**config.mk**
```make
export PLATFORM = sky130hd
export DESIGN_NAME = ios_ram
export DESIGN_NICKNAME = d
export VERILOG_FILES = /design/src/rtl/ios_ram.sv
export SDC_FILE = /design/constraint.sdc
export NUM_CORES = 1
export LEC_CHECK = 0
export ABC_AREA = 1
export BUFFER_PORTS_ARGS = -buffer_cell sky130_fd_sc_hd__buf_2
export CORE_ASPECT_RATIO = 1.4
export CORE_MARGIN = 2
export CORE_UTILIZATION = 55
export DETAILED_ROUTE_END_ITERATION = 8
export PLACE_DENSITY = 0.71
export SYNTH_ARGS = -nofsm -noshare
export SYNTH_HDL_FRONTEND = slang
export SYNTH_SLANG_ARGS = --single-unit
export TNS_END_PERCENT = 50
```
**constraint.sdc**
```tcl
create_clock -name clk -period 1.5 [get_ports clk]
set_input_delay 0.075 -clock clk [delete_from_list [all_inputs] [get_ports clk]]
set_output_delay 0.075 -clock clk [all_outputs]
set_load 0.005 [all_outputs]
```
**src/rtl/ios_ram.sv**
```systemverilog
`default_nettype none
module ios_ram #(
  parameter int WIDTH = 8,
  parameter int DEPTH = 16
) (
  input  wire logic                     clk,
  input  wire logic                     we,
  input  wire logic [$clog2(DEPTH)-1:0] waddr,
  input  wire logic [WIDTH-1:0]         wdata,
  input  wire logic                     re,
  input  wire logic [$clog2(DEPTH)-1:0] raddr,
  output logic      [WIDTH-1:0]         rdata
);

  logic [WIDTH-1:0] mem [DEPTH];

  always_ff @(posedge clk) begin
    if (we) begin
      mem[waddr] <= wdata;
    end
    if (re) begin
      rdata <= mem[raddr];
    end
  end

endmodule
`default_nettype wire

```
## After elaboration in Yosys (flattened, before gate mapping)

Memories as Yosys holds them, arrays and structs flattened. A register that Yosys moved wholly into a read port is not among the register bits.
Index checks and enable logic that the tools add are counted.

- Bitwise operators: 0
- Div/mod/pow operators: 0
- Multipliers: 0
- Magnitude comparators: 0
- Reductions and logical operators: 0
- $add $sub $neg: 0
- Eq/ne operators: 0
- Mux-type cells: 2
- Shifts and indexed selects: 0

Operator list:

| cell | count |
|---|---|
| $mux 1 | 2 |

- Bits in writable memories: 128
- Latch bits: 0
- Logic and storage cells: 3
- Register bits after elaboration: 0
- Memory bits (read-only): 0
- Memories: 1

Memory list:

| name | depth | bits a word | rd ports | clocked after memory_dff | wr ports | line | text |
|---|---|---|---|---|---|---|---|
| mem | 16 | 8 | 1 | 1 | 1 | 15 | `logic [WIDTH-1:0] mem [DEPTH];` |

## Longest topological paths before layout

Gate-level depths: netlist (run 1).

- Word-level depth: 2
- Gate-level depth with buffers: 8
- Mapped depth without buffers: 7

## Least setup slack after synthesis (run 1)

No wires, ideal clock.

- Path type: input to register
- Start: input waddr[2]
- End: memory mem[10][0], enable pin
- Setup time: 0.370 ns
- Stages: 2
- Setup slack: 0.474 ns
- Data required time: 1.130 ns
- Arrival: 0.656 ns
- Cell sequence: nand3b_1 nor2_1

RTL lines:

| what | line | text |
|---|---|---|
| start, declared | 8 | `input wire logic [$clog2(DEPTH)-1:0] waddr,` |
| end, declared | 15 |  |

Straight into the memory's write port.

==> impl_metrics.ini, run 1 <==
[cts]
cts_root_buf = clkbuf_16
clockBufferDepth = 2
hold_buffers = 0
postCtsSetupBuffers = 0
htree_num_levels = 4
clock_sinks = 136
numCtsBuffers = 17
tritoncts = yes
worstSkewPairLatency_ps = 410
ctsResizeCount = 0
clk_pin_slew_worst_paths_ps = 60

[die]
core-area_um2 = 10300
rows = 44
die_h_um = 126
ios = 27
dieArea_um2 = 11500
die_x_um = 91.1
start_util_pct = 56.5

[drt]
vias_per_cell = 5.20
routedWlPerCell_um = 17.2
antenna_left = 0
wirelength_um = 12800
drt-pass1-iter-count = 6
drt_iter0_drc = 353
drc = 0
vias = 3876

[setup_path]
critical_path_required_ps = 1660
r2r_slack_ps = 340
critical_path_class = reg2reg
cp_max_fo = 1
arrival_ps = 1320
reg2reg_depth = 6
end_kind = flip-flop
start_kind = flip-flop
reg2reg_from = mem[1][2]$_DFFE_PP_
r2r_end = rdata[2]$_DFFE_PP_

[outcome]
status = complete, no violations

[synthesis]
async_reset_ff_share_pct = 0
syn_nets = 570
syn_area_um2 = 5850
ys_top_cells_by_area = edfxtp_1 (70%), nand2_1 (11%), nand3_1 (8.3%)
synth_commonest_cells = nand2_1 (173), edfxtp_1 (136), inv_1 (100), nand3_1 (97), nor2_1 (17)
yosys_warnings = 0
syn_inst = 551
ys.flop_type = edfxtp_1
synth_enable_flop_cells = 136
synth_cell_types = 11
ys_seq_elements = 136
synth_area_per_cell_um2 = 10.6
synth_top_area_cell = edfxtp_1
synth.most_common_cell = nand2_1
ys_seq_area_share_pct = 69.8
netlist.area_leader.share_pct = 69.8

[sta]
min_period_over_period_pct = 77.0
setup-violations-final = 0
rsz0062_at_grt = no
worst_slew_pin_slew_ps = 614
max_freq_ghz = 0.865
fin_tns_setup_ps = 0
relSlewSlack_pct = 59.0
hold_ws_ps = 25.2
worst_clock_skew_ps = 6.34
finalWorstSetupSlack_ps = 345
fin_crit_ps = 1160
final_max_slew_viol_count = 0
final_hold_viol_count = 0

[power]
vdd_drop_max_mv = 0.947
p_int_mw = 7.03
p_leak_nw = 2.94
switchingPower_mw = 1.86
power.density_nw_per_um2 = 1310
pwr-share-seq_pct = 48.5
comb_power_share_pct = 5.8
power_frac_clock_pct = 45.7
p_sw_share_pct = 20.9

[worst_hold_path]
min_path_type = in2reg
hold_end = rdata[7]$_DFFE_PP_
hold_depth = 1
min_from = re

[cells_and_area]
fin_cells = 745
drive_above_1_share_pct = 12.9
nets = 613
area_delta_synth_final_pct = 15.8
diodes = 0

[job]
cap_violations = 0

[global_route]
grt_max_degree = 65
gr-usage-all-layers_pct = 23.6
met2_usage_pct = 41.2
grt_overflow_total = 0
use_met3_pct = 5.98
grtUsageMet1_pct = 28.6
grt_pass1_wl_um = 20200
top_usage_layer = met2
antenna_found_initial = 0
grt_pass1_vias = 3849

[placed_design]
place.gp.congestion = 0.790
post-place-ws_ps = 189
port_buffers = 26
dpl.hpwl_um = 7910
dp_cells = 713
==> how the worst max path moves through the flow <==
stage	cells past startpoint	from	slack, ps	to
finish	6	mem[1][2]$_DFFE_PP_	340	rdata[2]$_DFFE_PP_
global placement	6	raddr[1]	210	rdata[0]$_DFFE_PP_
global route	6	mem[8][0]$_DFFE_PP_	270	rdata[0]$_DFFE_PP_
floorplan	2	waddr[2]	470	mem[10][0]$_DFFE_PP_
detailed placement	6	raddr[1]	190	rdata[0]$_DFFE_PP_
CTS	6	mem[1][2]$_DFFE_PP_	330	rdata[2]$_DFFE_PP_
==> layout make-up <==
cell class | instances | area (µm²)
clock inverter | 14 | 156
timing repair buffer | 48 | 333
multi-input combinational | 289 | 1210
inverter | 102 | 383
tap | 138 | 173
sequential | 136 | 4080
fill | 810 | 3580
clock buffer | 18 | 429
==> layer usage <==
layer / vias up / wire length (µm)
met5: - / 0
met4: 0 / 311
met3: 24 / 866
met2: 160 / 6620
met1: 1820 / 5000
li1: 1872 / -
==> power by group through the flow <==
| stage | Clock (mW) | Sequential, mW | Combinational, mW |
|---|---|---|---|
| after detailed placement | 0 | 4.38 | 0.517 |
| after floorplan | 0 | 4.38 | 0.300 |
| final | 4.06 | 4.31 | 0.518 |
| after global placement | 0 | 4.38 | 0.506 |
| after CTS | 4.10 | 4.31 | 0.521 |
| after global routing | 4.26 | 4.31 | 0.577 |
==> state kept, by name, indices dropped and copies added, names as in the netlist <==
register  cells
rdata         8
mem         128
==> cells in the final DEF, fill, tap and decap left out <==
cell / netlist / final
nand2_1: 173 / 173
edfxtp_1: 136 / 136
inv_1: 100 / 100
nand3_1: 97 / 97
buf_2: 13 / 26
buf_4: 4 / 19
nor2_1: 17 / 17
clkbuf_16: 0 / 17
clkinv_2: 0 / 3
clkinv_1: 0 / 3
bufinv_16: 0 / 3
clkinvlp_4: 0 / 3
buf_12: 0 / 3
inv_2: 2 / 2
nand3b_1: 2 / 2
clkinv_4: 0 / 1
inv_6: 0 / 1
clkbuf_1: 0 / 1
==> worst max-delay path, cell delays in order, from the launching register on <==
cell,delay (ps)
edfxtp_1,360
inv_1,70
nand2_1,60
nand3_1,90
nand3_1,110
nand3_1,140
nand2_1,70
==> stage by stage <==
step / area [µm²] / utilization [%] / total power [mW]
2_1_floorplan: 5850 / - / 4.68
3_3_place_gp: 6190 / 59.8 / 4.89
3_5_place_dp: 6190 / 59.8 / 4.90
6_report: 6770 / 65.4 / 8.89
5_1_grt: 6770 / 65.4 / 9.15
4_1_cts: 6770 / 65.4 / 8.93
==> logic make-up after synthesis <==
group	Yosys count	share of synthesized area [%]
buffers and inverters	126	9.39
AND/OR/NAND/NOR	289	20.8
flip-flops	136	69.8
No activity file was read; power rests on OpenSTA's default activity.
==> inputs of run 2 (changes only) <==
clock period = 1.2 ns   (was 1.5 ns; I/O delays follow)
==> run 2 against run 1 <==
Net effect: clock power rose by 16%; critical path depth is the same; final cell count is 0.94% higher; sequential share of layout area shrank 0.24 points; largest cell class unchanged; critical path type unchanged; design area is 0.41% higher; register-to-register slack lost 290 ps; clock-buffer cell count is the same; fmax up 0.44%; sequential cell count unchanged; first-iteration DRC count rose by 4.2%; via count rose by 1.1%; power increased by 21%.
==> impl_metrics.ini, run 2 (same netlist as run 1, synthesis figures left out) <==
[cells_and_area]
final_cell_mix = nand2_1 (173), edfxtp_1 (136), inv_1 (100)
largest_reg_flops = 128
stdcell_area_um2 = 6800
area_delta_synth_final_pct = 16.3
diodes = 0
final_common_cell = nand2_1
top_register = mem
drive_above_1_share_pct = 14.5
reg_top3 = mem: 128 flops, rdata: 8 flops
nets = 621

[sta]
min_period_over_period_pct = 95.9
worst_slew_pin_slew_ps = 635
setup-violations-final = 0
hold_ws_ps = 39.0
final_max_slew_viol_count = 0
fin_crit_ps = 1150
relSlewSlack_pct = 57.6
worst_clock_skew_ps = 5.81
rsz0062_at_grt = yes
final_hold_viol_count = 0
max_freq_ghz = 0.869

[setup_path]
start_kind = flip-flop
slowest_stage = edfxtp_1
cp_max_fo = 1
critical_path_required_ps = 1380
worstPathCellList = inv_1 > nand2_1 > nand3_1 > nand3_2 > nand3_1 > nand2_1
critPathTopFamily = simple AND/OR/NAND/NOR gates
max_stage_delay_ps = 380
end_kind = flip-flop
arrival_ps = 1330
critical_path_class = reg2reg
critPathBufInv = 1

[drt]
vias_per_cell = 5.21
vias = 3919
drt-pass1-iter-count = 5
wirelength_um = 13400
drc = 0
drt_iter0_drc = 368
routedWlPerCell_um = 17.8
antenna_left = 0

[cts]
cts_root_buf = clkbuf_16
tritoncts = yes
worstSkewPairLatency_ps = 420
numCtsBuffers = 17
postCtsSetupBuffers = 0
clock_sinks = 136
htree_num_levels = 4
clockBufferDepth = 2
clk_pin_slew_worst_paths_ps = 60

[die]
die_h_um = 126
dieArea_um2 = 11500
die_x_um = 91.1
ios = 27
rows = 44
core-area_um2 = 10300
start_util_pct = 56.5

[power]
vdd_drop_max_mv = 1.00
power_frac_clock_pct = 43.7
switchingPower_mw = 2.40
p_int_mw = 8.37
p_sw_share_pct = 22.3
power.density_nw_per_um2 = 1580
p_leak_nw = 2.94
comb_power_share_pct = 6.3
pwr-share-seq_pct = 50.0

[job]
cap_violations = 0

[global_route]
grt_pass1_vias = 3906
grt_max_degree = 40
grt_overflow_total = 0
antenna_found_initial = 0
grt_pass1_wl_um = 20800
gr-usage-all-layers_pct = 24.9

[placed_design]
place_area_um2 = 6230
place.gp.congestion = 0.853
dpl.hpwl_um = 8480
port_buffers = 26

[outcome]
status = complete, no violations

[worst_hold_path]
min_path_type = in2reg
-- run 2: cell count changes in the layout (fill, tap and decap cells not counted), moves of 2 or more --
cell        delta
buf_4          +8
nand3_1        -5
nand3_2        +5
clkinvlp_4     +3
bufinv_16      -2
clkinv_2       -2
-- run 2: path summary, 6_finish.rpt --
check / start / slack [ps] / cells past startpoint / to
min reg2reg: mem[12][5]$_DFFE_PP_ / 750 / 6 / rdata[5]$_DFFE_PP_
max: mem[5][2]$_DFFE_PP_ / 50 / 6 / rdata[2]$_DFFE_PP_
min: wdata[5] / 40 / 1 / mem[10][5]$_DFFE_PP_
max reg2reg: mem[5][2]$_DFFE_PP_ / 50 / 6 / rdata[2]$_DFFE_PP_
-- run 2: final cells by class --
| cell class | count | area (µm²) |
|---|---|---|
| Clock buffer | 18 | 429 |
| Clock inverter | 13 | 109 |
| Fill cell | 825 | 3550 |
| Inverter | 102 | 383 |
| Multi-Input combinational cell | 289 | 1240 |
| Sequential cell | 136 | 4080 |
| Tap cell | 138 | 173 |
| Timing Repair Buffer | 56 | 383 |
-- run 2: layer usage --
| metal | track usage [%] | wire (µm) |
|---|---|---|
| met1 | 31.1 | 5420 |
| met5 | 0 | 0 |
| met2 | 41.5 | 6900 |
| met3 | 5.68 | 667 |
| met4 | 11.2 | 397 |
-- run 2: per-stage QoR --
stage	setup slack [ps]	utilization [%]	setup TNS, ps	instances	power, mW
after floorplan	189	-	0	551	5.85
after global placement	-118	60.2	-450	720	6.13
after detailed placement	-139	60.2	-715	720	6.14
after CTS	50.6	65.4	0	752	10.8
after global routing	-6.36	65.7	-6.36	752	11.1
final	49.6	65.7	0	752	10.8
-- run 2: power groups by stage --
stage,Combinational [mW],Clock [mW],Sequential (mW)
after floorplan,0.375,0,5.48
after global placement,0.650,0,5.48
after CTS,0.674,4.73,5.38
after global routing,0.754,4.94,5.39
after detailed placement,0.662,0,5.48
final,0.679,4.71,5.38
-- run 2: timing repair --
| item | in CTS | in global routing |
|---|---|---|
| setup endpoints to repair | 0 | 5 |
| endpoints found under the hold margin | 6 | 0 |
| hold buffers | 1 | 0 |
| gates resized for setup | 0 | 5 |
